File: config.mk
export PLATFORM = sky130hd
export DESIGN_NAME = lcdbg_render
export DESIGN_NICKNAME = d
export VERILOG_FILES = /design/src/hw/rtl/lcdbg_pkg.sv /design/src/hw/rtl/lcdbg_render.sv
export SDC_FILE = /design/constraint.sdc
export NUM_CORES = 1
export LEC_CHECK = 0
export BUFFER_PORTS_ARGS = -buffer_cell sky130_fd_sc_hd__buf_2
export CORE_MARGIN = 2
export CORE_UTILIZATION = 32
export CTS_CLUSTER_SIZE = 12
export DETAILED_ROUTE_END_ITERATION = 6
export PLACE_DENSITY = 0.56
export SLEW_MARGIN = 10
export SYNTH_ARGS = -nofsm -noshare
export SYNTH_HDL_FRONTEND = slang
export SYNTH_SLANG_ARGS = --single-unit
File: constraint.sdc
create_clock -name clk -period 2.4 [get_ports clk]
set_input_delay 0.48 -clock clk [delete_from_list [all_inputs] [get_ports clk]]
set_output_delay 0.48 -clock clk [all_outputs]
set_load 0.05 [all_outputs]
File: src/hw/rtl/lcdbg_pkg.sv
// Shared types and constants for the LCD line timer / background renderer.
// No dependencies; the timer, renderer and top level refer to it by scoped names.
package lcdbg_pkg;

  // video memory geometry
  localparam int MEM_AW    = 13;
  localparam int MEM_DEPTH = 8192;
  localparam int BYTE_W    = 8;

  localparam int ACC_W  = 12;  // cycle accumulator
  localparam int SUM_W  = 13;  // accumulator plus one tick
  localparam int LINE_W = 8;
  localparam int GIDX_W = 5;
  localparam int GRP_W  = 16;

  typedef logic [1:0] mode_t;

  localparam mode_t MODE_HBLANK = 2'd0;
  localparam mode_t MODE_VBLANK = 2'd1;
  localparam mode_t MODE_SCAN   = 2'd2;
  localparam mode_t MODE_DRAW   = 2'd3;

  localparam logic [SUM_W-1:0] LEN_SCAN   = 13'd320;
  localparam logic [SUM_W-1:0] LEN_DRAW   = 13'd688;
  localparam logic [SUM_W-1:0] LEN_HBLANK = 13'd816;
  localparam logic [SUM_W-1:0] LEN_VLINE  = 13'd1824;

  localparam logic [MEM_AW-1:0] MAP_LOW  = 13'h1800;
  localparam logic [MEM_AW-1:0] MAP_HIGH = 13'h1C00;

  // configuration register indexes
  typedef logic [2:0] cfg_idx_t;
  localparam cfg_idx_t CFG_DISPLAY_EN = 3'd0;
  localparam cfg_idx_t CFG_BG_EN      = 3'd1;
  localparam cfg_idx_t CFG_MAP_SEL    = 3'd2;
  localparam cfg_idx_t CFG_SCROLL_X   = 3'd3;
  localparam cfg_idx_t CFG_SCROLL_Y   = 3'd4;

  // timer next-state view
  typedef struct packed {
    mode_t             phase;
    logic [LINE_W-1:0] line;
    logic              pulse;
    logic              draw_done;
  } tmr_stat_t;

  // background fetch settings
  typedef struct packed {
    logic       map_sel;
    logic [7:0] scroll_x;
    logic [7:0] scroll_y;
  } bg_cfg_t;

  // one finished pixel group from the renderer
  typedef struct packed {
    logic              valid;
    logic              last;
    logic [GIDX_W-1:0] idx;
    logic [GRP_W-1:0]  word;
  } rgrp_t;

endpackage

File: src/hw/rtl/lcdbg_render.sv
// Background scanline fetch: map, low and high pattern reads per pixel,
// packed into 8-pixel groups. Depends on lcdbg_pkg.
module lcdbg_render #(
  parameter int LINE_WIDTH = 160
) (
  input  logic                              clk,
  input  logic                              rst_n,
  input  logic                              start_i,
  input  logic                              take_i,
  input  lcdbg_pkg::bg_cfg_t                cfg_i,
  input  logic [lcdbg_pkg::LINE_W-1:0]      line_i,
  input  logic [lcdbg_pkg::BYTE_W-1:0]      rdata_i,
  output logic [lcdbg_pkg::MEM_AW-1:0]      rd_addr_o,
  output lcdbg_pkg::rgrp_t                  grp_o
);

  localparam int GROUPS = (LINE_WIDTH + 7) / 8;

  localparam logic [1:0] R_IDLE  = 2'd0;
  localparam logic [1:0] R_FETCH = 2'd1;
  localparam logic [1:0] R_HOLD  = 2'd2;

  logic [1:0]                        st_r, st_nxt;
  logic [7:0]                        x_r, x_nxt;      // pixel on the line
  logic [1:0]                        sub_r, sub_nxt;  // read step of a pixel
  logic [7:0]                        tile_r;
  logic                              lo_r;
  logic [lcdbg_pkg::GRP_W-1:0]       grp_r, grp_nxt;
  logic [7:0]                        sx, sy;
  logic [2:0]                        bsel;
  logic [1:0]                        pix;
  logic                              last_grp;

  assign sx       = cfg_i.scroll_x + x_r;
  assign sy       = cfg_i.scroll_y + line_i;
  assign bsel     = ~sx[2:0];
  assign last_grp = (x_r[7:3] == 5'(GROUPS - 1));

  // pixels past the line end read as zero
  assign pix = ({1'b0, x_r} >= 9'(LINE_WIDTH)) ? 2'b00 : {rdata_i[bsel], lo_r};

  always_comb begin
    unique case (sub_r)
      2'd0:    rd_addr_o = (cfg_i.map_sel ? lcdbg_pkg::MAP_HIGH : lcdbg_pkg::MAP_LOW)
                           + 13'({sy[7:3], sx[7:3]});
      2'd1:    rd_addr_o = {1'b0, rdata_i, sy[2:0], 1'b0};
      default: rd_addr_o = {1'b0, tile_r, sy[2:0], 1'b1};
    endcase
  end

  always_comb begin
    st_nxt  = st_r;
    x_nxt   = x_r;
    sub_nxt = sub_r;
    grp_nxt = grp_r;
    unique case (st_r)
      R_IDLE: begin
        if (start_i) begin
          st_nxt  = R_FETCH;
          x_nxt   = '0;
          sub_nxt = 2'd0;
        end
      end
      R_FETCH: begin
        sub_nxt = sub_r + 2'd1;
        if (sub_r == 2'd3) begin
          grp_nxt = {pix, grp_r[lcdbg_pkg::GRP_W-1:2]};
          if (x_r[2:0] == 3'd7) begin
            st_nxt = R_HOLD;
          end else begin
            x_nxt = x_r + 8'd1;
          end
        end
      end
      R_HOLD: begin
        if (take_i) begin
          if (last_grp) begin
            st_nxt = R_IDLE;
          end else begin
            st_nxt  = R_FETCH;
            x_nxt   = x_r + 8'd1;
            sub_nxt = 2'd0;
          end
        end
      end
      default: st_nxt = R_IDLE;
    endcase
  end

  always_ff @(posedge clk) begin
    if (!rst_n) begin
      st_r  <= R_IDLE;
      sub_r <= 2'd0;
    end else begin
      st_r  <= st_nxt;
      sub_r <= sub_nxt;
    end
  end

  always_ff @(posedge clk) begin
    x_r   <= x_nxt;
    grp_r <= grp_nxt;
    if (st_r == R_FETCH && sub_r == 2'd1) begin
      tile_r <= rdata_i;
    end
    if (st_r == R_FETCH && sub_r == 2'd2) begin
      lo_r <= rdata_i[bsel];
    end
  end

  assign grp_o.valid = (st_r == R_HOLD);
  assign grp_o.last  = last_grp;
  assign grp_o.idx   = x_r[7:3];
  assign grp_o.word  = grp_r;

endmodule

# == Word level (Yosys, flattened, before mapping) ==
# Cells that the tools add are included.
# classes
n_addsub,5
magnitude_cmp,2
eq_ne,13
n_mux,20
bitwise,1
reduce_logical,9
# op_table
op,count
$mux W8,5
$pmux W13 S2,1
$pmux W8 S3,1
$add A8 B8 Y8,2
$mux W2,7
$add A12 B11 Y13,1
$ne A2 B2 Y1 const B,6
$pmux W2 S3,2
$mux W11,1
$add A8 B1 Y8 const B,1
$ge A8 B8 Y1 const B,1
$reduce_and A4 Y1,2
$eq A2 B2 Y1 const B,3
$reduce_and A6 Y1,1
$eq A5 B5 Y1 const B,1
$eq A2 B1 Y1 const B,2
$logic_not A2 Y1,2
$lt A3 B4 Y1 const B,1
$bmux W1 S3,1
$eq A3 B3 Y1 const B,1
$not A3 Y3,1
$reduce_bool A3 Y1,1
$add A2 B1 Y2 const B,1
$logic_and A1 B1 Y1,2
2 further kinds,3
# totals
regBits,37
in_bits,37
out_inout_bits,36
wordCells,57

# == Longest topological paths before layout ==
# Gate-level depths: netlist of the first run.
# depth
ltp_word,4
depth_mapped,8

# == Least setup slack after synthesis of the first run ==
# No wires, ideal clock.
# synth_path
kind,input port to output port
startpoint,in cfg_i[4] (netlist name)
endpoint,out rd_addr_o[9] (netlist name)
t_arrival_ps,2525
slack_ps,-605
stages,6
path_buffers,0
path_cell_list,ha_1 a21o_1 a31o_2 a21oi_1 xnor2_1 o21ai_0
# synth_via
elab_chain_cells,3
# synth_lines
element,line,rtl
start: declaration,lcdbg_render.sv:10,"input lcdbg_pkg::bg_cfg_t cfg_i,"
$add A8 B8 Y8,lcdbg_render.sv:35,assign sy = cfg_i.scroll_y + line_i;
$add A12 B11 Y13,lcdbg_render.sv:45,"+ 13'({sy[7:3], sx[7:3]});"
$pmux W13 S2,lcdbg_render.sv:43,unique case (sub_r)
end: declaration,lcdbg_render.sv:13,"output logic [lcdbg_pkg::MEM_AW-1:0] rd_addr_o,"
# No other way between the ends.

# == Worst setup path after layout of the first run ==
# layout_path
startpoint,reg x_r[0]
endpoint,out rd_addr_o[3] (netlist name)
# layout_via
elab_chain_cells,3
# layout_lines
element,line,rtl
start: declaration,lcdbg_render.sv:24,"logic [7:0] x_r, x_nxt;"
start signal: assignment,lcdbg_render.sv:101,x_r <= x_nxt;
$add A8 B8 Y8,lcdbg_render.sv:34,assign sx = cfg_i.scroll_x + x_r;
$add A12 B11 Y13,lcdbg_render.sv:45,
$pmux W13 S2,lcdbg_render.sv:43,
# No other way between the ends.

==> results.txt, run 1 <==
status - finished, violations left
failing checks - setup timing
Synth Area in Adders - 15.2%
DR iter-0 viols - 62
post-DR vias/cell - 4.57
Worst R2R Start - x_r[0]$_SDFFCE_PN0P_
DP Cell Count - 395
post-synthesis mux area share - 3.71%
reg-to-reg slack, setup - 0.05 ns
Worst Hold Class - in -> reg
Synth warnings - 0
WL met1 - 2.42 mm
CTS tree - done
Num CTS Buffers - 5
die area - 0.00797 mm^2
CP required - 1.92 ns
die width - 89.3 um
Final min period - 2.64 ns
row count - 31
Synth Register Bits - 37
Final nets - 371
max layer used - met4
relative slew slack - 77.0%
number of clock sinks - 37
Simple-Gate Fraction of Synth Area - 11.1%
ys flop type - edfxtp_1
number of enable flip-flop cells after synthesis - 33
worst endpoint data arrival time - 2.16 ns
CTS H-tree lvls - 2
final worst setup slack - -0.244 ns
crit path from - x_r[0]$_SDFFCE_PN0P_
number of library cell types mapped by synthesis - 38
antenna violations before repair - 0
pin count of the biggest net entering global routing - 17
clock buffer depth - 2
largest family of logic cells by synthesized area - adder cells
Port Buffers - 72
CP Capture Type - primary output
commonest non-fill, non-tap cell in the layout - buf_2
kind of critical path - reg -> out
syn_nets - 269
Finished Layout Cells - 407
DRC - 0
GRT overflow - 0
Mapped Area - 0.00233 mm^2
Die Span Y - 89.3 um
clock latency on the worst-skew pair - 0.29 ns
final period utilization - 110%
CP startpoint kind - flip-flop
unrepaired setup endpoints after global routing - true
Max FO, Critical Path - 2
first-pass GRT wire length - 8.25 mm
Pwr Density - 1300 mW/mm^2
most frequent cells in the layout - 61 x buf_2, 33 x edfxtp_1, 30 x buf_4
Max Cap Violations - 0
WL met3 - 288 um
Top Ports - 73
met2 WL - 2.46 mm
DP Wirelength - 4.06 mm
Mean Syn Cell Area - 11.4 um^2
compound-cell area share of the yosys netlist - 12.7%
via count - 1860
FFs w/ async S/R, synth - 0%
synthesis-to-layout area growth - 42.5%
maximum clock frequency - 378 MHz
WL/cell - 12.9 um
Synth Area in XOR/XNOR - 6.77%
clock root buffer - clkbuf_8
starting density of the core - 32.6%
Seq/Total Area, Yosys - 46.0%
peak supply drop - 654 uV
Hold Buf Count CTS - 0
Slew @ Worst Pin - 0.346 ns
Total Routing Usage GR - 13.7%
leakage power - 0.00146 uW
Detail Route Antenna Nets - 0
# setup viols final - 4
Syn Inst Count - 205
dpl ws - -0.361 ns
final WL - 5.24 mm
clk slew on worst S/H paths - 0.08 ns
vias in the first global route - 1789
routability congestion estimate - 0.767
HP Start - rdata_i[1]
ant diodes - 0
hold_ws - 0.393 ns
Detailed Routing Iterations Pass 1 - 4
final hold vios - 0
Slew Limit Fails - 0
Placeable Area - 0.00714 mm^2
fraction of final layout cells with drive strength greater than 1 - 44.8%
Final Skew - 0.00304 ns
## critical path, cell delays in order (launching register included)
cell and delay, ns:
edfxtp_1 0.41, ha_2 0.22, fa_2 0.35, a21oi_2 0.16
o21ai_1 0.08, a21oi_1 0.16, xnor2_1 0.16, a22o_1 0.17
buf_6 0.16
## layout make-up
type | instances | area (um^2)
Clock inverter | 3 | 68.8
Inverter | 14 | 52.6
Tap cell | 99 | 124
Fill cell | 702 | 3820
Sequential cell | 37 | 1070
Clock buffer | 5 | 68.8
Multi-Input combinational cell | 146 | 1260
Timing Repair Buffer | 103 | 666
## synth_stat cells, types with 4 or more instances
cell,count,area (um^2)
edfxtp_1,33,991
ha_1,25,313
inv_1,14,52.6
nand2_1,14,52.6
xnor2_1,13,114
a21oi_1,11,55.1
and2_1,10,62.6
o21ai_0,9,45.0
a22oi_1,7,52.6
nor2_1,7,26.3
buf_4,6,45.0
nand3_1,6,30.0
xor2_1,5,43.8
a21o_1,4,30.0
dfxtp_1,4,80.1
## cell families (layout without fill, tap and decap cells)
kind of cell,Yosys count,after routing
DFF,37,37
xor gates and xnor gates,18,18
muxes,6,6
buffers and inverters,22,125
and+or+nand+nor,50,50
AOI/OAI and AO/OA,45,45
adders and majority gates,27,27
## timing repair
item                                    in CTS  in global routing
gates resized for setup                     29                 15
endpoints found under the hold margin        0                  0
buffers inserted                             2                  2
cloned                                       0                  0
endpoints found under the setup margin       8                 10
pin swaps                                   16                 14
## registers in the layout (all words and copies together), names as in the netlist
| name | cells |
|---|---|
| grp_r | 16 |
| tile_r | 8 |
| lo_r | 1 |
| sub_r | 2 |
| x_r | 8 |
| st_r | 2 |
## layer usage
| metal | GRT usage [%] | vias to the layer above |
|---|---|---|
| met3 | 3.32 | 8 |
| met2 | 22.1 | 53 |
| met5 | 0 | - |
| met1 | 18.0 | 864 |
| met4 | 4.61 | 0 |
| li1 | - | 935 |
## worst paths after layout
| kind | endpoint | depth (start not counted) |
|---|---|---|
| setup / recovery | rd_addr_o[3] | 8 |
| hold / removal | tile_r[1]$_DFFE_PP_ | 1 |
| setup reg to reg | grp_r[15]$_SDFFCE_PP0P_ | 5 |
| hold reg to reg | grp_r[5]$_DFFE_PP_ | 0 |
## power breakdown
group / total (uW) / internal (uW) / switching [uW]
Sequential: 924 / 854 / 69.9
Combinational: 2720 / 1130 / 1600
Clock: 655 / 418 / 237
Total: 4300 / 2400 / 1910
## per-stage QoR
| step | total power [uW] | TNS, ns | util [%] | area [um^2] |
|---|---|---|---|---|
| global placement | 3290 | -0.947 | 41.7 | 2970 |
| CTS | 4230 | -0.659 | 45.4 | 3240 |
| floorplan | 2680 | -0.658 | - | 2340 |
| finish | 4300 | -0.481 | 46.5 | 3320 |
| global route | 4580 | -1.01 | 46.5 | 3320 |
| detailed placement | 3320 | -1.01 | 41.7 | 2970 |
No activity file was read; power rests on OpenSTA's default activity.
==> inputs of run 2 (changes only) <==
REMOVE_ABC_BUFFERS = 1   (was default)
==> run 2 against run 1 <==
The flow still finishes with violations (setup timing). Worst hold slack better by 0.0015 ns. Maximum frequency grew 0.45%. Sequential cell count did not move. Final area increased by 1.1%. Die area stayed put. Non-clock buffer count up 7. Setup slack better by 0.012 ns. Total power shrank 1.9%. First-iteration DRC count increased by 1.6%. Largest power group unchanged.
==> results.txt, run 2 (same netlist as run 1, synthesis figures left out) <==
kind of critical path - reg -> out
GRT overflow - 0 (unchanged)
setup TNS - -0.491 ns (-0.0104 ns)
Final Skew - 0.00774 ns (+0.00470 ns)
final worst setup slack - -0.232 ns (+0.0119 ns)
clk slew on worst S/H paths - 0.08 ns (about the same)
Final min period - 2.63 ns (-0.0119 ns)
first-pass GRT wire length - 8.25 mm (unchanged)
Port Buffers - 72 (unchanged)
DR iter-0 viols - 63 (+1.6%)
Worst path max stage delay - 0.40 ns (about the same)
Detailed Routing Iterations Pass 1 - 4 (unchanged)
P_sw - 1900 uW (about the same)
CTS H-tree lvls - 2 (unchanged)
Final Util - 47.0% (+0.53 points)
Placeable Area - 0.00714 mm^2 (unchanged)
starting density of the core - 32.6% (unchanged)
clock power share - 13.1% (-2.1 points)
maximum clock frequency - 380 MHz (+0.45%)
Num CTS Buffers - 5 (unchanged)
peak supply drop - 760 uV (+16%)
synthesis-to-layout area growth - 44.1%
clock root buffer - clkbuf_8
commonest non-fill, non-tap cell in the layout - buf_2
dpl ws - -0.310 ns (+0.0512 ns)
most frequent cells in the layout - 59 x buf_2, 39 x buf_4, 33 x edfxtp_1
sequential power share - 21.8% (+0.3 points)
Detail Route Antenna Nets - 0 (unchanged)
post-DR vias/cell - 4.59 (+0.48%)
pin count of the biggest net entering global routing - 17 (unchanged)
Comb power frac - 65.2% (+1.9 points)
DP Wirelength - 4.08 mm (+0.48%)
clock buffer depth - 2 (unchanged)
row count - 31 (unchanged)
CP startpoint kind - flip-flop
buffer and inverter count on the worst path - 1 (unchanged)
Top Ports - 73 (unchanged)
unrepaired setup endpoints after global routing - true
Slew @ Worst Pin - 0.476 ns (+0.130 ns)
clock latency on the worst-skew pair - 0.29 ns (about the same)
CTS tree - done
Max Cap Violations - 0 (unchanged)
die area - 0.00797 mm^2 (unchanged)
ant diodes - 0 (unchanged)
failing checks - setup timing
Power Internal - 2320 uW (-3.3%)
top flop regs - grp_r: 16 flops, tile_r: 8 flops, x_r: 8 flops
routability congestion estimate - 0.806 (+5.1%)
Net Sw Frac - 45.1% (+0.80 points)
antenna violations before repair - 0 (unchanged)
leakage power - 0.00148 uW (+1.2%)
# fillers - 693 (-1.3%)
CP Capture Type - primary output
status - finished, violations left
Max FO, Critical Path - 2 (unchanged)
fraction of final layout cells with drive strength greater than 1 - 46.3% (+1.5 points)
crit path cell chain - ha_2 -> fa_2 -> a21oi_2 -> o21ai_1 -> a21oi_1 -> xnor2_1 -> a22o_1 -> buf_6
critical path's top delay family - compound AO/OA/AOI/OAI gates
Final nets - 378 (+1.9%)
final WL - 5.35 mm (+2.2%)
slowest CP cell - edfxtp_1
DRC - 0 (unchanged)
Slew Limit Fails - 0 (unchanged)
number of clock sinks - 37 (unchanged)
Pwr Density - 1260 mW/mm^2 (-3.0%)
final hold vios - 0 (unchanged)
die width - 89.3 um (unchanged)
# setup viols final - 4 (unchanged)
WL/cell - 12.9 um (+0.47%)
max FFs per register - 16 (unchanged)
Biggest register - grp_r
final period utilization - 110% (-0.50 points)
Worst Hold Class - in -> reg
CP required - 1.92 ns (about the same)
relative slew slack - 68.3% (-8.7 points)
Total Routing Usage GR - 13.6% (-0.063 points)
vias in the first global route - 1811 (+1.2%)
via count - 1901 (+2.2%)
Die Span Y - 89.3 um (unchanged)
worst endpoint data arrival time - 2.15 ns (about the same)
-- run 2: what timing repair did --
| item | CTS | global route |
|---|---|---|
| setup buffers | 4 | 2 |
| gates resized for setup | 38 | 18 |
| endpoints found under the setup margin | 9 | 20 |
| pin swaps | 16 | 17 |
| hold buffers | 0 | 0 |
-- run 2: final timing paths --
| kind | from | end | slack (ns) | depth (start not counted) |
|---|---|---|---|---|
| max | x_r[0]$_SDFFCE_PN0P_ | rd_addr_o[3] | -0.23 | 8 |
| max reg2reg | x_r[0]$_SDFFCE_PN0P_ | grp_r[15]$_SDFFCE_PP0P_ | 0.07 | 5 |
| min | rdata_i[7] | tile_r[7]$_DFFE_PP_ | 0.39 | 1 |
| min reg2reg | grp_r[5]$_DFFE_PP_ | grp_r[3]$_DFFE_PP_ | 0.45 | 0 |
-- run 2: cell type report --
cell class,instances,area (um^2),area share (%)
clock buffers,5,68.8,2.05
flip-flops and latches,37,1070,32.0
multi-input cells,146,1270,37.8
inverters,14,52.6,1.57
clock inverters,3,46.3,1.38
repair buffers,110,723,21.6
well taps,99,124,3.69
-- run 2: through the flow --
| step | hold WS (ns) | power (uW) | area (um^2) | instances |
|---|---|---|---|---|
| 6_report | 0.395 | 4220 | 3350 | 414 |
| 5_1_grt | 0.382 | 4480 | 3350 | 414 |
| 4_1_cts | 0.389 | 4160 | 3270 | 412 |
| 3_5_place_dp | 0.435 | 3310 | 3000 | 400 |
| 3_3_place_gp | 0.431 | 3280 | 3000 | 400 |
| 2_1_floorplan | 0.477 | 2600 | 2270 | 197 |
-- run 2: power groups by stage --
stage                     Combinational (uW)  Clock (uW)  Sequential, uW
after global routing                    2950         595             934
after detailed placement                2370           0             935
after global placement                  2350           0             931
after floorplan                         1490           0            1110
after CTS                               2670         572             921
final                                   2750         553             919
-- run 2: metal layers --
| layer | wire length, um | part of all wire, % | GRT usage [%] |
|---|---|---|---|
| met4 | 32 | 0.60 | 3.26 |
| met5 | 0 | 0 | 0 |
| met2 | 2560 | 48 | 23.1 |
| met1 | 2450 | 46 | 17.6 |
| met3 | 306 | 5.7 | 3.23 |
==> inputs of run 3 (changes only) <==
CORE_UTILIZATION = 46   (was 32)
PLACE_DENSITY = 0.76   (was 0.56)
==> run 3 against run 2 <==
Worst hold slack improved by 0.0081 ns. Highest routed layer unchanged. First-iteration DRC count grew 51%. The run still ends with setup timing left. Sequential cell count unchanged. Largest cell class unchanged.
==> results.txt, run 3 (same netlist as run 1, synthesis figures left out) <==
routability congestion estimate - 0.759 (-5.9%)
clk slew on worst S/H paths - 0.08 ns (about the same)
critical path's top delay family - compound AO/OA/AOI/OAI gates
Final Skew - 0.00742 ns (-0.000311 ns)
pin count of the biggest net entering global routing - 17 (unchanged)
post-DR vias/cell - 5.06 (+10%)
Finished Layout Cells - 367 (-11%)
Final nets - 363 (-4.0%)
first-pass GRT wire length - 7.91 mm (-4.0%)
GRT overflow - 0 (unchanged)
starting density of the core - 48.6% (+16 points)
Top Ports - 73 (unchanged)
Net Sw Frac - 44.4% (-0.70 points)
WL/cell - 14.0 um (+8.7%)
Comb power frac - 61.9% (-3.3 points)
max FFs per register - 16 (unchanged)
clock buffer depth - 2 (unchanged)
leakage power - 0.00141 uW (-4.7%)
maximum clock frequency - 392 MHz (+3.2%)
Max Cap Violations - 0 (unchanged)
Pwr Density - 1310 mW/mm^2 (+4.3%)
CP startpoint kind - flip-flop
Placed Area - 0.00287 mm^2 (-4.3%)
via count - 1856 (-2.4%)
worst endpoint data arrival time - 2.07 ns (-0.08 ns)
DRC - 0 (unchanged)
crit path cell chain - ha_2 -> fa_2 -> a21oi_2 -> o21ai_1 -> a21oi_1 -> xnor2_1 -> a22o_1 -> buf_6
unrepaired setup endpoints after global routing - true
clock power share - 15.5% (+2.4 points)
peak supply drop - 959 uV (+26%)
CP Capture Type - primary output
# fillers - 383 (-45%)
final period utilization - 106% (-3.4 points)
DR iter-0 viols - 95 (+51%)
hold-critical path depth - 1 (unchanged)
Final min period - 2.55 ns (-0.0810 ns)
R2R cell count - 5 (unchanged)
CTS tree - done
final worst setup slack - -0.151 ns (+0.0810 ns)
Power Internal - 2330 uW (+0.40%)
design area - 0.00319 mm^2 (-5.0%)
WP depth - 8 (unchanged)
buffer and inverter count on the worst path - 1 (unchanged)
Worst path max stage delay - 0.39 ns (about the same)
Num CTS Buffers - 5 (unchanged)
Hold Buf Count CTS - 0 (unchanged)
die area - 0.00564 mm^2 (-29%)
Placeable Area - 0.00479 mm^2 (-33%)
DP Cell Count - 356 (-11%)
clock root buffer - clkbuf_8
P_sw - 1860 uW (-2.4%)
top flop regs - grp_r: 16 flops, tile_r: 8 flops, x_r: 8 flops
Slew @ Worst Pin - 0.665 ns (+0.189 ns)
Detail Route Antenna Nets - 0 (unchanged)
number of clock sinks - 37 (unchanged)
failing checks - setup timing
ant diodes - 0 (unchanged)
Detailed Routing Iterations Pass 1 - 4 (unchanged)
commonest non-fill, non-tap cell in the layout - buf_2
status - finished, violations left
antenna violations before repair - 0 (unchanged)
Biggest register - grp_r
die width - 75.1 um (-16%)
dpl ws - -0.311 ns (-0.000667 ns)
Max FO, Critical Path - 2 (unchanged)
Slew Limit Fails - 0 (unchanged)
synthesis-to-layout area growth - 36.9%
# setup viols final - 5 (+1)
CP required - 1.92 ns (about the same)
row count - 25 (-19%)
kind of critical path - reg -> out
DP Wirelength - 3.86 mm (-5.4%)
CTS H-tree lvls - 2 (unchanged)
Worst Hold Class - in -> reg
Port Buffers - 72 (unchanged)
clock latency on the worst-skew pair - 0.29 ns (about the same)
final WL - 5.15 mm (-3.7%)
Die Span Y - 75.1 um (-16%)
fraction of final layout cells with drive strength greater than 1 - 42.0% (-4.3 points)
final hold vios - 0 (unchanged)
reg-to-reg slack, setup - 0.08 ns (about the same)
most frequent cells in the layout - 60 x buf_2, 33 x edfxtp_1, 25 x buf_4
slowest CP cell - edfxtp_1
Total Routing Usage GR - 18.6% (+5.0 points)
sequential power share - 22.6% (+0.8 points)
relative slew slack - 55.7% (-13 points)
vias in the first global route - 1767 (-2.4%)
-- run 3: final timing paths --
path,start,end
setup / recovery,x_r[0]$_SDFFCE_PN0P_,rd_addr_o[3]
hold / removal,rdata_i[1],tile_r[1]$_DFFE_PP_
setup reg to reg,x_r[0]$_SDFFCE_PN0P_,grp_r[15]$_SDFFCE_PP0P_
hold reg to reg,grp_r[8]$_DFFE_PP_,grp_r[6]$_DFFE_PP_
-- run 3: final cells by class --
class                   instances  area, um^2  area share [%]
clock buffers                   5        68.8            2.16
clock inverters                 3        68.8            2.16
inverters                      14        52.6            1.65
multi-input cells             146        1240            38.9
flip-flops and latches         37        1070            33.6
well taps                      67        83.8            2.63
repair buffers                 95         601            18.9
-- run 3: metal layers --
metal | global-route usage [%] | up-vias | part of all wire, %
li1 | - | 919 | -
met1 | 22.3 | 876 | 43
met2 | 33.8 | 55 | 51
met3 | 4.55 | 6 | 5.0
met4 | 4.29 | 0 | 1.2
met5 | 0 | - | 0
-- run 3: power groups by stage --
stage / sequential [uW] / clock (uW) / combinational (uW)
floorplan: 1110 / 0 / 1490
finish: 948 / 648 / 2590
detailed placement: 955 / 0 / 2260
global placement: 951 / 0 / 2230
CTS: 949 / 659 / 2490
global route: 965 / 680 / 2760
-- run 3: repair_timing --
| item | CTS | global route |
|---|---|---|
| pin swaps | 8 | 4 |
| buffers inserted | 2 | 1 |
| gates resized for setup | 29 | 16 |
| setup endpoints to repair | 9 | 10 |
-- run 3: stage by stage --
| step | setup TNS (ns) | power (uW) | hold slack (ns) | util (%) |
|---|---|---|---|---|
| global placement | -0.736 | 3180 | 0.426 | 59.9 |
| detailed placement | -1.03 | 3210 | 0.431 | 59.9 |
| floorplan | -3.08 | 2600 | 0.477 | - |
| global route | -1.06 | 4410 | 0.397 | 66.6 |
| CTS | -0.473 | 4100 | 0.395 | 65.1 |
| finish | -0.399 | 4190 | 0.403 | 66.6 |
