## src/hw/rtl/lcdbg_pkg.sv

```systemverilog
// Shared types and constants for the LCD line timer / background renderer.
// No dependencies; the timer, renderer and top level refer to it by scoped names.
package lcdbg_pkg;

  // video memory geometry
  localparam int MEM_AW    = 13;
  localparam int MEM_DEPTH = 8192;
  localparam int BYTE_W    = 8;

  localparam int ACC_W  = 12;  // cycle accumulator
  localparam int SUM_W  = 13;  // accumulator plus one tick
  localparam int LINE_W = 8;
  localparam int GIDX_W = 5;
  localparam int GRP_W  = 16;

  typedef logic [1:0] mode_t;

  localparam mode_t MODE_HBLANK = 2'd0;
  localparam mode_t MODE_VBLANK = 2'd1;
  localparam mode_t MODE_SCAN   = 2'd2;
  localparam mode_t MODE_DRAW   = 2'd3;

  localparam logic [SUM_W-1:0] LEN_SCAN   = 13'd320;
  localparam logic [SUM_W-1:0] LEN_DRAW   = 13'd688;
  localparam logic [SUM_W-1:0] LEN_HBLANK = 13'd816;
  localparam logic [SUM_W-1:0] LEN_VLINE  = 13'd1824;

  localparam logic [MEM_AW-1:0] MAP_LOW  = 13'h1800;
  localparam logic [MEM_AW-1:0] MAP_HIGH = 13'h1C00;

  // configuration register indexes
  typedef logic [2:0] cfg_idx_t;
  localparam cfg_idx_t CFG_DISPLAY_EN = 3'd0;
  localparam cfg_idx_t CFG_BG_EN      = 3'd1;
  localparam cfg_idx_t CFG_MAP_SEL    = 3'd2;
  localparam cfg_idx_t CFG_SCROLL_X   = 3'd3;
  localparam cfg_idx_t CFG_SCROLL_Y   = 3'd4;

  // timer next-state view
  typedef struct packed {
    mode_t             phase;
    logic [LINE_W-1:0] line;
    logic              pulse;
    logic              draw_done;
  } tmr_stat_t;

  // background fetch settings
  typedef struct packed {
    logic       map_sel;
    logic [7:0] scroll_x;
    logic [7:0] scroll_y;
  } bg_cfg_t;

  // one finished pixel group from the renderer
  typedef struct packed {
    logic              valid;
    logic              last;
    logic [GIDX_W-1:0] idx;
    logic [GRP_W-1:0]  word;
  } rgrp_t;

endpackage

```

## src/hw/rtl/lcdbg_timer.sv

```systemverilog
// Scan mode / line counter / cycle accumulator, one mode step per tick.
// Depends on lcdbg_pkg.
module lcdbg_timer #(
  parameter int VISIBLE_LINES = 144,
  parameter int TOTAL_LINES   = 154
) (
  input  logic                             clk,
  input  logic                             rst_n,
  input  logic                             step_i,
  input  logic [7:0]                       cycles_i,
  output lcdbg_pkg::tmr_stat_t             nxt_o,
  output lcdbg_pkg::mode_t                 phase_o,
  output logic [lcdbg_pkg::LINE_W-1:0]     line_o
);

  lcdbg_pkg::mode_t                 phase_r, phase_nxt;
  logic [lcdbg_pkg::LINE_W-1:0]     line_r, line_nxt;
  logic [lcdbg_pkg::ACC_W-1:0]      acc_r, acc_nxt;
  logic [lcdbg_pkg::SUM_W-1:0]      sum, rem;
  logic [lcdbg_pkg::LINE_W-1:0]     line_inc;
  logic                             pulse, draw_done;

  // (line + 1) mod TOTAL_LINES, worked out at elaboration
  logic [lcdbg_pkg::LINE_W-1:0] wrap_tab [256];
  for (genvar i = 0; i < 256; i++) begin : g_wrap
    assign wrap_tab[i] = 8'((i + 1) % TOTAL_LINES);
  end

  always_comb begin
    sum       = lcdbg_pkg::SUM_W'(acc_r) + lcdbg_pkg::SUM_W'(cycles_i);
    rem       = sum;
    phase_nxt = phase_r;
    line_nxt  = line_r;
    pulse     = 1'b0;
    draw_done = 1'b0;
    line_inc  = line_r + 8'd1;
    unique case (phase_r)
      lcdbg_pkg::MODE_SCAN: begin
        if (sum >= lcdbg_pkg::LEN_SCAN) begin
          rem       = sum - lcdbg_pkg::LEN_SCAN;
          phase_nxt = lcdbg_pkg::MODE_DRAW;
        end
      end
      lcdbg_pkg::MODE_DRAW: begin
        if (sum >= lcdbg_pkg::LEN_DRAW) begin
          rem       = sum - lcdbg_pkg::LEN_DRAW;
          phase_nxt = lcdbg_pkg::MODE_HBLANK;
          draw_done = 1'b1;
        end
      end
      lcdbg_pkg::MODE_HBLANK: begin
        if (sum >= lcdbg_pkg::LEN_HBLANK) begin
          rem      = sum - lcdbg_pkg::LEN_HBLANK;
          line_nxt = line_inc;
          if (line_inc >= 8'(VISIBLE_LINES)) begin
            phase_nxt = lcdbg_pkg::MODE_VBLANK;
            pulse     = 1'b1;
          end else begin
            phase_nxt = lcdbg_pkg::MODE_SCAN;
          end
        end
      end
      lcdbg_pkg::MODE_VBLANK: begin
        if (sum >= lcdbg_pkg::LEN_VLINE) begin
          rem      = sum - lcdbg_pkg::LEN_VLINE;
          line_nxt = wrap_tab[line_r];
          if (wrap_tab[line_r] == 8'd0) begin
            phase_nxt = lcdbg_pkg::MODE_SCAN;
          end
        end
      end
    endcase
    acc_nxt = rem[lcdbg_pkg::ACC_W-1:0];
  end

  always_ff @(posedge clk) begin
    if (!rst_n) begin
      phase_r <= lcdbg_pkg::MODE_SCAN;
      line_r  <= '0;
      acc_r   <= '0;
    end else if (step_i) begin
      phase_r <= phase_nxt;
      line_r  <= line_nxt;
      acc_r   <= acc_nxt;
    end
  end

  assign nxt_o.phase     = phase_nxt;
  assign nxt_o.line      = line_nxt;
  assign nxt_o.pulse     = pulse;
  assign nxt_o.draw_done = draw_done;
  assign phase_o         = phase_r;
  assign line_o          = line_r;

endmodule

```

## config.mk

```make
export PLATFORM = sky130hd
export DESIGN_NAME = lcdbg_timer
export DESIGN_NICKNAME = d
export VERILOG_FILES = /design/src/hw/rtl/lcdbg_pkg.sv /design/src/hw/rtl/lcdbg_timer.sv
export SDC_FILE = /design/constraint.sdc
export NUM_CORES = 1
export LEC_CHECK = 0
export BUFFER_PORTS_ARGS = -buffer_cell sky130_fd_sc_hd__buf_4
export CAP_MARGIN = 5
export CORE_UTILIZATION = 55
export DETAILED_ROUTE_END_ITERATION = 10
export PLACE_DENSITY = 0.78
export SYNTH_ARGS = -nofsm -noshare
export SYNTH_HDL_FRONTEND = slang
export SYNTH_SLANG_ARGS = --single-unit
```

## constraint.sdc

```tcl
create_clock -name clk -period 4 [get_ports clk]
set_clock_uncertainty 0.2 [all_clocks]
set_input_delay 0 -clock clk [delete_from_list [all_inputs] [get_ports clk]]
set_output_delay 0 -clock clk [all_outputs]
set_load 0.1 [all_outputs]
```

; Yosys cells after proc, flatten, opt, wreduce, memory -nomap -nowiden
; Memory sizes are Yosys's and may differ from the RTL's.
; Cells that the tools add are included.
[totals]
elab_cells = 44
mem_count = 1
ff_bits = 22
mem_bits_ro = 2048
[memory_table]
columns = name, depth, word_bits, rd, rd_ports_with_merged_regs, write_ports, line_no
row1 = (no name shown), 256, 8, 1, 0, 0, lcdbg_timer.sv:67  ; if (wrap_tab[line_r] == 8'd0) begin
[classes]
n_reduce_logical = 2
muxes = 22
n_lt_le_gt_ge = 6
n_eq_ne = 3
addsub = 6
bitwise_logic = 1
[op_table]
columns = cell, n
row1 = 2-to-1 mux 12 bit, 4
row2 = case mux 12 bit (4 select lines), 1
row3 = 2-to-1 mux 8 bit, 4
row4 = ">= comparator 13 x 10 -> 1 bit, second input constant", 2
row5 = "subtractor 12 x 10 -> 12 bit, second input constant", 2
row6 = case mux 8 bit (2 select lines), 1
row7 = adder 12 x 8 -> 13 bit, 1
row8 = ">= comparator 13 x 11 -> 1 bit, second input constant", 1
row9 = ">= comparator 13 x 9 -> 1 bit, second input constant", 1
row10 = 2-to-1 mux 2 bit, 6
row11 = "subtractor 12 x 11 -> 12 bit, second input constant", 1
row12 = "subtractor 12 x 9 -> 12 bit, second input constant", 1
row13 = ">= comparator 9 bit, second input constant", 1
row14 = NOT 8 -> 9 bit, 1
row15 = "adder 8 x 1 -> 8 bit, second input constant", 1
row16 = ">= comparator 8 bit, second input constant", 1
row17 = logical NOT 8 bit, 1
row18 = case mux 2 bit (4 select lines), 1
row19 = 2-to-1 mux 1 bit, 5
row20 = "== test 2 bit, second input constant", 2
row21 = "== test 2 x 1 -> 1 bit, second input constant", 1
row22 = logical NOT 2 bit, 1

; Logic depth before layout (Yosys ltp)
; Gate-level depths: netlist of run 1.
[logic_depth]
depth_word = 8
mapped_depth = 16
ltp_nobuf = 16

; Worst setup path after synthesis of run 1
; Ideal clock, no wire load.
[synth_timing]
path_type = register -> output
startpoint = reg acc_r[0] (netlist name)
endpoint = out nxt_o[10] (netlist name)
path_stages_with_launch = 17
slack_ns = -1.602
t_arrival_ns = 5.402
path_buffers = 1
path_cell_list = dfxtp_1 -> ha_1 -> fa_1 -> a211oi_1 -> or3_1 -> a21o_1 -> nand2_1 -> inv_1 -> ha_1 -> nand3_1 -> and3_1 -> a311o_2 -> a21oi_1 -> buf_2 -> and2_1 -> inv_1 -> a21boi_0
[synth_lines]
columns = element, line_no
row1 = start: declaration, lcdbg_timer.sv:18  ; logic [lcdbg_pkg::ACC_W-1:0] acc_r, acc_nxt;
row2 = start signal: assignment, lcdbg_timer.sv:84  ; acc_r <= acc_nxt;
row3 = end: declaration, lcdbg_timer.sv:11  ; output lcdbg_pkg::tmr_stat_t nxt_o,

==> impl_summary.md, run 1 <==
Yosys
sky130_fd_sc_hd__dfxtp_1 takes more of the synthesized area than any other cell. Synthesis produced 448 cells. By area the synthesized netlist is led by sky130_fd_sc_hd__dfxtp_1 14%, sky130_fd_sc_hd__ha_1 9.3%, sky130_fd_sc_hd__a21oi_1 4.9%, sky130_fd_sc_hd__nor2_1 4.6%, sky130_fd_sc_hd__o21ai_0 4.5%. The synthesis warning total is 0. When the netlist entered floorplanning its net count stood at 484. The unique cell type count in the Yosys netlist is 82. In this run, synthesis produced a sequential element count of 22. Of the post-synthesis cell area, the dominant cell type holds 13.6%. For this run, the register share of the synthesized area comes to 13.6%. The area of the mapped netlist is 3240 um2.

The share of synthesized registers carrying an async set or reset is 0%. In this run, synthesis inferred 0 flip-flops with an integrated enable. A synthesized cell averages 7.24 um2. For this run, the leading register cell type out of synthesis is sky130_fd_sc_hd__dfxtp_1.

Worst setup path
Along the worst path, the maximum fanout reaches 3. The category of cells accounting for the largest share of critical-path delay is compound AO/OA/AOI/OAI gates. The arrival time of the worst setup path is 4020 ps.

The end of the critical path is nxt_o[8]. The worst setup path is captured at an output port. The signal on the critical path passes through ha_4 > fa_2 > or3b_1 > or4b_4 > a221o_1 > nand4_1 > a31oi_2 > a221o_1 > buf_6 > a221oi_2 > buf_4 > nand2_4 > buf_12. The critical register-to-register path startpoint is acc_r[0]. The critical path is of the register to output port type.

The path depth of the worst reg2reg path is 14. The slack of the worst reg-to-reg path is -120 ps. Among all stages on the critical path, the largest delay is contributed by sky130_fd_sc_hd__or4b_4. The critical path startpoint is acc_r[0]. At the worst endpoint, the required time is 3800 ps. The number of buffers and inverters on the critical path is 3.

Among the stages of the critical path, the cell type that occurs most often is sky130_fd_sc_hd__a221o_1. The critical path crosses 13 cells after its start point. The worst reg2reg path endpoint is line_o[6]. In this design, the stage delay of the slowest critical-path cell is 540 ps. The worst setup path is launched from a register.

Routing
The final layout contains routed wiring with a total length of 11,500 um. In this run, the number of DRC markers left after iteration 0 of detailed routing was 429. The routed wirelength normalized by instance count is 19.6 um. The number of design rule violations left after detail routing is 0. After detailed routing, the number of vias per cell comes to 6.76.

The detailed router placed 3,964 vias in this run. The number of detailed-routing iterations run before antenna repair is 5. In this run the remaining antenna-violating nets after routing total 0.

Finish
In the final design database the tool counted 551 nets. The library cell used most frequently in the layout, excluding fill and tap cells, is sky130_fd_sc_hd__buf_4. Measured on the finished design, the core utilization comes to 76.5%.

The repair_antennas step left the layout with diodes totalling 0. The top cell types in the final layout, fill and taps aside, are 74 x sky130_fd_sc_hd__buf_4, 39 x sky130_fd_sc_hd__nor2_1, 30 x sky130_fd_sc_hd__nand2_1, 28 x sky130_fd_sc_hd__o21ai_0, 26 x sky130_fd_sc_hd__a21oi_1. The post-route netlist has 30.7% of its cells at a drive strength greater than 1. The area growth from synthesis to layout is 32.3%.

GRT
The first global-routing pass estimated 17,700 um of wire. For this run the aggregate overflow at the end of global routing stands at 0. The initial antenna violation count is 0. The pin count of the biggest net entering global routing is 40. In the global route stage, overall resource usage came out at 35.7%. The via count of the first global-routing pass was 3,598.

Job
Max-cap violations in this run came to 0.

Placed design
The worst-case setup slack after placement is -144 ps. The congestion estimate from routability-driven global placement came to 0.946. The post-DP HPWL is 7790 um. The number of port buffers is 32.

Die
The site row count is 27. The initial core utilization is 57.8%. The floorplan step defined a core boundary enclosing 5610 um2. The die outline area is 6210 um2.

Pin placement for this block handled 33 I/O pins. The die extent in x is 78.8 um. The floorplan step set the die height to 78.8 um.

Timing
Setup repair after global routing could not meet its margin everywhere. In the finished design, the share of the clock period the worst path needs comes to 106%. The setup TNS is -1600 ps. The number of endpoints with negative hold slack in the final report is 0.

For the pin with the worst max-slew slack, the measured transition is 789 ps. Setup slack on the critical path of the routed design comes to -221 ps. The achievable clock frequency is 237 MHz.

Setup violations remaining at the end of the flow were counted as 10. Counting I/O delays and the setup requirement, the final critical path takes 4220 ps. The count of pins over their slew limit is 0. Headroom to the max-slew limit came out at 47.2%.

Pwr
In this run, the combinational gates consume 80.3% of the power. For this design the ratio of total power to cell area is 712 nW/um2. The net switching power is 1.69 mW. The share of total power consumed by net switching is 55.3%. Sequential cells account for 12.3% of the total power. The relative contribution of the clock network to total power is 7.4%. Summed over all cells, the static leakage comes to 1.72 nW. The internal power is 1.37 mW. The largest vdd supply drop is 1.04 mV.

Clock network
For the worst-skew pair, the clock arrives at the later sink with an insertion delay of 280 ps. TritonCTS built the clock tree. The root buffer selected by CTS is sky130_fd_sc_hd__clkbuf_8. The number of levels the H-tree was split into is 1. The buffer depth of the longest clock path is 2.

The number of sinks driven by the clock tree is 22. In this run, CTS created clock tree buffers numbering 3. The CTS clock-pin slew for the worst setup and hold paths is 100 ps.

Run status
The final reports fail on setup timing. The run finished, with violations left.

Min path
In this run the worst hold path is classified as input pin to register.
-- flip-flops by register name, summed over array words and instances, names as in the netlist --
name	count
acc_r	12
phase_o	2
line_o	8
-- synthesized netlist by cell type, types with 11 or more instances --
master,instances
sky130_fd_sc_hd__clkbuf_1,16
sky130_fd_sc_hd__a211oi_1,11
sky130_fd_sc_hd__o211ai_1,12
sky130_fd_sc_hd__o21ai_0,29
sky130_fd_sc_hd__nand4_1,11
sky130_fd_sc_hd__ha_1,24
sky130_fd_sc_hd__nand3_1,15
sky130_fd_sc_hd__dfxtp_1,22
sky130_fd_sc_hd__inv_1,23
sky130_fd_sc_hd__a31oi_1,14
sky130_fd_sc_hd__nor2_1,40
sky130_fd_sc_hd__nor3_1,11
sky130_fd_sc_hd__nand2_1,36
sky130_fd_sc_hd__a21oi_1,32
-- stage by stage --
stage	std cells	power (mW)	area, um2	hold slack [ps]
final	586	3.06	4290	138
after global routing	586	3.24	4290	174
after floorplan	448	1.97	3300	-60.7
after CTS	571	2.88	4030	174
after global placement	556	2.49	3690	118
after detailed placement	556	2.50	3690	113
-- metal layers --
| layer | global-route usage [%] | wire length [um] |
|---|---|---|
| met4 | 9.81 | 351 |
| met2 | 60.1 | 5240 |
| met5 | 0 | 0 |
| met1 | 47.4 | 4910 |
| met3 | 4.48 | 995 |
-- cell families (layout without fill, tap and decap cells) --
logic type	Yosys count	in the layout	synth area share, %
multiplexers	9	9	2.85
XOR/XNOR	11	11	2.97
flip-flops	22	22	13.6
AO/OA/AOI/OAI	163	163	35.3
adder cells (fa/ha/maj)	25	25	9.88
buffers and inverters	54	120	8.95
AND/OR/NAND/NOR	164	164	26.5
-- power by group through the flow --
stage / Clock [mW] / Sequential, mW / Combinational (mW)
final: 0.227 / 0.375 / 2.45
after global routing: 0.235 / 0.383 / 2.62
after CTS: 0.227 / 0.368 / 2.29
after detailed placement: 0 / 0.372 / 2.13
after global placement: 0 / 0.371 / 2.12
after floorplan: 0 / 0.388 / 1.58
-- layout make-up --
class	instances	area, um2
inverter	24	90.1
tap	72	90.1
clock buffer	3	41.3
timing repair buffer	92	827
clock inverter	1	30.0
sequential	22	442
multi-input combinational	372	2770
fill	401	1320
-- repair_timing --
item / CTS / global route
pin swaps: 8 / 18
resized for setup: 41 / 34
setup endpoints to repair: 17 / 20
hold endpoints to repair: 15 / 0
setup buffers: 8 / 14
gates cloned: 0 / 1
hold buffers: 3 / 0
-- worst min-delay path by stage --
stage	end	cells after the start	start
global placement	phase_o[1]	2	rst_n
global route	acc_r[3]	5	cycles_i[3]
detailed placement	phase_o[1]	2	rst_n
finish	acc_r[3]	5	cycles_i[3]
CTS	acc_r[2]	5	cycles_i[2]
floorplan	acc_r[4]	1	rst_n
-- worst reg2reg max path, stage by stage (launching register included) --
cell,delay [ps]
sky130_fd_sc_hd__dfxtp_2,350
sky130_fd_sc_hd__ha_4,160
sky130_fd_sc_hd__fa_2,470
sky130_fd_sc_hd__or3b_1,360
sky130_fd_sc_hd__or4b_4,540
sky130_fd_sc_hd__a221o_1,340
sky130_fd_sc_hd__nand4_1,150
sky130_fd_sc_hd__a31oi_2,130
sky130_fd_sc_hd__a221o_1,470
sky130_fd_sc_hd__buf_6,160
sky130_fd_sc_hd__a221oi_2,230
sky130_fd_sc_hd__buf_4,170
sky130_fd_sc_hd__buf_4,100
sky130_fd_sc_hd__buf_4,90
sky130_fd_sc_hd__a31oi_1,70
Power figures use the tool's default switching activity.
==> inputs of run 2 (changes only) <==
- CORE_ASPECT_RATIO: not set -> 0.5
==> run 2 against run 1 <==
Effect of this change: the run still ends with setup timing left; global-route usage shrank 1.5 points; first-iteration DRC count up 67%; final cell count decreased by 1.4%; sequential power increased by 1%; wire length is 0.30% lower; largest power group unchanged; power grew 6.6%; highest routed layer unchanged; combinational power up 5%.
==> impl_summary.md, run 2 (same netlist as run 1, synthesis figures left out) <==
GRT
The wire length of the first global-routing pass is 17,100 um. The global router's overall resource usage is 34.1%. The total congestion overflow is 0.

The via count of the first global-routing pass is 3,558. The pin count of the biggest net entering global routing is 40. The initial antenna violation count is 0.

Job
The count of max-cap constraint violations is 0.

Clock network
The later pin in the worst-skew pair is clocked with a latency of 270 ps. The number of levels the H-tree was split into is 1. The root buffer selected by CTS is sky130_fd_sc_hd__clkbuf_16. Clock tree synthesis found a total of 22 sinks. Clock-pin slew was measured on the worst setup and hold paths at 60 ps. The buffer depth of the longest clock path is 2. The number of buffers created by CTS is 3. The clock tree from TritonCTS is done.

Finish
The most flop-heavy register is acc_r. The repair_antennas step left the layout with diodes totalling 0. The cell area after layout is 4340 um2. The net count of the finished layout is 542. The core utilization of the finished layout is 77.7%. From synthesis to final layout, the design area changed by 33.9%. After the flow finishes, the layout carries non-filler instances totaling 578. Leaving out fill and tap cells, the most frequent cells in the layout are 64 x sky130_fd_sc_hd__buf_4, 38 x sky130_fd_sc_hd__nor2_1, 29 x sky130_fd_sc_hd__nand2_1, 27 x sky130_fd_sc_hd__o21ai_0, 25 x sky130_fd_sc_hd__a21oi_1.

The leading cell type in the layout, fill and taps excluded is sky130_fd_sc_hd__buf_4. Of the cells placed in the final design, the portion with a size suffix greater than 1 is 31.9%. The number of flip-flops under the largest register name is 12.

Timing
The measured slew at the worst slew-check pin is 809 ps. The number of endpoints with negative hold slack in the final report came to 0. The final setup slack of the worst path is -55.1 ps. Setup repair after global routing could not meet its margin everywhere. Setup violations remaining at the end of the flow were counted as 6. The count of pins over their slew limit is 0. The worst-case headroom to the max-slew limit is 46.0%. The time the final worst path needs with I/O delays and setup is 4060 ps.

Adding up every negative setup slack in the final design gives -216 ps. The worst hold slack is 138 ps. The achievable clock frequency is 247 MHz.

Dividing the final minimum period by the clock period gives 101%.

Worst setup path
The end of the critical path is nxt_o[8]. The arrival time of the worst setup path is 3860 ps. In this run the register-to-register setup slack is -10 ps. In this run the worst path has a maximum fanout of 6. In this run the number of cells on the critical path is 14. The worst stage delay on the critical path is 480 ps. The endpoint class of the critical path is an output port. Traced cell by cell, the critical path runs through ha_1 > a211oi_4 > or3_1 > a32oi_2 > nand2_1 > inv_2 > ha_2 > o2111ai_2 > a311o_2 > a221o_2 > a221oi_2 > buf_4 > nand2_4 > buf_12.

The kind of critical path is register to output port. For this design, the slowest cell found on the critical path is sky130_fd_sc_hd__a221o_2. The data required time at the worst endpoint is 3800 ps. The path depth of the worst reg2reg path is 22.

The critical path startpoint category is a register. In this run the worst setup path begins at acc_r[1]. The worst reg2reg path endpoint is acc_r[10]. On the critical path the largest part of the delay comes from compound AO/OA/AOI/OAI gates.

The critical register-to-register path startpoint is acc_r[0]. Counting both buffers and inverters, the worst setup path holds a total of 3.

Routing
In the routed design, unresolved DRC markers number 0. In the final routed layout, each cell accounts on average for 19.8 um. The via-per-instance ratio is 7.03. The number of antenna-violating nets in the routed design is 0. The final layout contains routed wiring with a total length of 11,500 um. The number of DRC markers in iteration 0 is 715. The number of detailed-routing iterations run before antenna repair is 6. The routed layout has 4,063 vias.

Die
In this run the horizontal extent of the chip is 111 um. The number of placed I/O pins is 33. The floorplan step defined a die boundary enclosing 6230 um2. The area of the core is 5590 um2. The die is 56.3 um tall.

The site row count is 19. For this configuration, the core starts out at a cell density of 58.1%.

Placed design
The number of placed instances, taps included, is 553. The congestion estimate from routability-driven global placement came to 0.966. After detailed placement, the total cell area comes to 3660 um2. The number of port buffers is 32.

Before CTS, the worst setup slack after placement is -48.9 ps. The post-DP HPWL is 7240 um.

Pwr
The leakage power of the design is 1.69 nW. Power comes to 3.26 mW. The largest vdd supply drop is 0.518 mV. The power density normalized to cell area is 750 nW/um2.

Min path
The worst hold path was traced through 5 stages. The path class of the tightest hold or removal check is input pin to register.

Run status
The flow ran to the end, but the final reports show violations. The final reports fail on setup timing.
-- run 2: cell count changes in the layout (fill, tap and decap cells not counted), moves of 2 or more --
cell	previous run	this run
sky130_fd_sc_hd__a21oi_2	3	6
sky130_fd_sc_hd__a21oi_4	3	1
sky130_fd_sc_hd__buf_4	74	64
sky130_fd_sc_hd__buf_6	5	8
sky130_fd_sc_hd__clkbuf_16	0	3
sky130_fd_sc_hd__clkbuf_8	3	0
sky130_fd_sc_hd__ha_1	20	16
sky130_fd_sc_hd__ha_2	3	1
sky130_fd_sc_hd__ha_4	1	7
sky130_fd_sc_hd__nor2_2	0	2
sky130_fd_sc_hd__o32ai_2	0	2
-- run 2: worst min-delay path by stage --
stage               slack [ps]         end         from
global placement           110  phase_o[1]        rst_n
CTS                        150    acc_r[1]  cycles_i[1]
finish                     140    acc_r[2]  cycles_i[2]
floorplan                  -60    acc_r[4]        rst_n
detailed placement         110  phase_o[1]        rst_n
global route               180    acc_r[2]  cycles_i[2]
-- run 2: repair_timing --
item / 4_1_cts / 5_1_grt
gates resized for setup: 40 / 50
setup buffers: 11 / 8
hold buffers: 3 / 0
endpoints found under the hold margin: 16 / 0
endpoints found under the setup margin: 12 / 20
pin swaps: 13 / 22
-- run 2: per-layer routing --
metal  GRT usage (%)  wire length [um]  vias to the layer above  part of all wire (%)
li1                -                 -                     1816                     -
met1            43.4              4590                     1882                    40
met2            57.1              5180                      289                    45
met3            7.56              1170                       76                    10
met4            12.8               533                        0                   4.6
met5               0                 0                        -                     0
-- run 2: tightest hold or removal path, delay by kind of cell --
| kind | cells | cell delay (ps) |
|---|---|---|
| xor gates and xnor gates | 1 | 140 |
| AOI/OAI and AO/OA | 1 | 60 |
| adders and majority gates | 1 | 150 |
| buffers and inverters | 2 | 200 |
-- run 2: layout make-up --
cell class / instances / area, um2
clock buffer: 3 / 75.1
inverter: 24 / 92.6
timing repair buffer: 83 / 761
multi-input combinational: 372 / 2850
sequential: 22 / 445
fill: 386 / 1240
tap: 73 / 91.3
clock inverter: 1 / 30.0
-- run 2: power by group --
part,internal [mW],switching (mW),total [mW],leakage (nW)
clock network,0.199,0.0951,0.294,0.0511
registers,0.269,0.110,0.379,0.182
logic,1.02,1.57,2.58,1.46
total,1.49,1.77,3.26,1.69
==> inputs of run 3 (changes only) <==
- CORE_UTILIZATION: 55 -> 30
- PLACE_DENSITY: 0.78 -> not set
==> run 3 against run 2 <==
Effect of this change: the flow still finishes with violations (setup timing); power shrank 3.0%; first-iteration DRC count fell by 53%; combinational power is essentially flat; largest power group unchanged; critical endpoint is now nxt_o[4].
==> impl_summary.md, run 3 (same netlist as run 1, synthesis figures left out) <==
Routing
The number of DRC markers in iteration 0 is 338. The via count is 3,823. The number of design rule violations left after detail routing is 0. The number of detailed-routing iterations run before antenna repair is 6. After detailed routing, the number of vias per cell comes to 5.82. The overall routed net length is 11,400 um. The detail route stage leaves a number of antenna-violating nets equal to 0.

After detailed routing, the average wire length per cell comes to 17.3 um.

Clock network
The clock tree from TritonCTS is done. The number of levels the H-tree was split into is 1. The insertion delay of the later-clocked pin in the worst-skew pair is 270 ps. Counting along the longest clock path gives a buffer depth of 2. The number of buffers created by CTS is 3. The root buffer selected by CTS is sky130_fd_sc_hd__clkbuf_16. After clock tree synthesis, the clock-pin slew on the worst setup and hold paths is 70 ps. The number of sinks driven by the clock tree is 22.

Die
After floorplanning, the core was divided into 26 placement rows. The vertical extent of the die is 75.5 um. For this configuration, the core starts out at a cell density of 31.3%.

The die extent in x is 149 um. The die outline area is 11,300 um2. The number of placed I/O pins is 33. The region available for standard cell placement spans 10,300 um2.

Pwr
The share of total power consumed by net switching is 54.4%. The overall power consumption is 3.16 mW. Of the total power, registers draw 10.9%. The clock network is responsible for 8.2% of the overall power.

In this run the static leakage power is 1.76 nW. Per report_power, the combinational group accounts for 80.8% of the total. The worst-case IR drop observed on VDD is 0.355 mV. Power spread over the standard cell area amounts to 704 nW/um2. The net switching power is 1.72 mW. The internal power is 1.44 mW.

Timing
The measured slew at the worst slew-check pin is 803 ps. The worst pin sits at a relative slew slack of 46.3%. The final setup violation count is 7. The final setup slack of the worst path is -136 ps. The number of endpoints with negative hold slack in the final report came to 0. Based on the critical path, the design can be clocked at up to 242 MHz. The time the final worst path needs with I/O delays and setup is 4140 ps. The count of pins over their slew limit was 0. After routing, the total negative slack on setup checks comes to -685 ps. The fraction of the cycle the final worst path needs is 103%. Setup repair after global routing could not meet its margin everywhere.

Worst setup path
The largest single stage delay on the critical path is 510 ps. The arrival time of the worst setup path is 3940 ps. The number of buffers and inverters on the critical path is 3. The cell with the largest stage delay on the worst path is sky130_fd_sc_hd__or4b_4.

Walking the worst path, the cells encountered are ha_4 > fa_2 > or3b_1 > or4b_4 > nand2_4 > o2111ai_4 > a311o_2 > a221o_2 > a222oi_1 > buf_4 > inv_2 > buf_12. The critical path startpoint category is a register. The slack of the worst reg-to-reg path is 40 ps. The kind of cell with the highest combined delay along the critical path is compound AO/OA/AOI/OAI gates. The worst setup path is captured at an output port. The kind of critical path is register to output port. The largest driver fanout on the critical path is 6. The data required time at the worst endpoint is 3800 ps.

Finish
From synthesis to final layout, the design area changed by 38.4%. After filler insertion, the fill cell instance count of the layout stands at 999. In the layout the commonest cells are 76 x sky130_fd_sc_hd__buf_4, 38 x sky130_fd_sc_hd__nor2_1, 30 x sky130_fd_sc_hd__nand2_1, 28 x sky130_fd_sc_hd__o21ai_0, 25 x sky130_fd_sc_hd__a21oi_1. The multi-input combinational cells in the finished layout cover a total of 2820 um2.

For this run, the post-layout net count is 554. 0 antenna diodes ended up in the layout. Across the whole layout, storage elements account for 442 um2. The most flop-heavy register is acc_r.

The core utilization of the finished layout is 43.4%. The number of flip-flops under the largest register name is 12. The post-route netlist has 32.7% of its cells at a drive strength greater than 1. The leading cell type in the layout, fill and taps excluded is sky130_fd_sc_hd__buf_4.

GRT
The first global-routing pass estimated 17,700 um of wire. After global routing the overflow that remains totals 0. The initial antenna violation count was 0.

The global router's overall resource usage is 19.9%. The pin count of the biggest net entering global routing is 40. The via count of the first global-routing pass came to 3,382.

Run status
The checks that failed: setup timing. The run finished, with violations left.

Placed design
The congestion estimate from routability-driven global placement came to 0.965. Prior to clock tree synthesis, the placed netlist has a worst setup slack of 1.38 ps. During placement, the flow inserted port buffers numbering 32. Once detailed placement completed, the half-perimeter wirelength came to 7940 um.

Min path
In this run the worst hold path is classified as input pin to register.

Job
The count of max-cap constraint violations is 0.
-- run 3: final timing paths --
kind               start        to  depth (start not counted)
min reg2reg     acc_r[3]  acc_r[3]                          2
max reg2reg     acc_r[0]  acc_r[4]                         15
min          cycles_i[1]  acc_r[1]                          5
max             acc_r[0]  nxt_o[4]                         12
-- run 3: worst register-to-register path, delay by kind of cell (launching register included) --
family / cells / cell delay (ps)
adders and majority gates: 2 / 630
buffers and inverters: 4 / 560
and+or+nand+nor: 5 / 1140
DFF: 1 / 340
AOI/OAI and AO/OA: 4 / 990
-- run 3: power by group through the flow --
stage	Clock [mW]	Sequential [mW]	Combinational [mW]
final	0.260	0.346	2.55
after global routing	0.275	0.355	2.73
after CTS	0.263	0.343	2.34
after detailed placement	0	0.347	2.21
after global placement	0	0.348	2.24
after floorplan	0	0.388	1.58
-- run 3: what timing repair did --
action                                 4_1_cts  5_1_grt
endpoints found under the hold margin       16        0
pin swaps                                    9       22
gates resized for setup                     53       35
hold buffers                                 3        0
buffers inserted                             8       12
setup endpoints to repair                   12       14
-- run 3: per-stage QoR --
step | area (um2) | instances | hold slack, ps
after global routing | 4490 | 657 | 163
after floorplan | 3300 | 448 | -60.7
after CTS | 4230 | 646 | 105
after global placement | 3830 | 631 | 119
final | 4490 | 657 | 98.7
after detailed placement | 3830 | 631 | 120
-- run 3: area by class of cell --
class / count / share of cell area [%]
clock buffer: 4 / 1.98
multi-input combinational: 372 / 62.8
tap: 140 / 3.90
sequential: 22 / 9.84
inverter: 24 / 2.06
timing repair buffer: 95 / 19.4
-- run 3: layer usage --
layer	part of all wire [%]	routed length, um	global-route usage, %	vias up
met5	0	0	0	-
met1	46	5220	28.0	1760
met2	44	4960	32.0	193
met4	2.0	223	6.01	0
met3	8.5	965	2.69	23
li1	-	-	-	1847
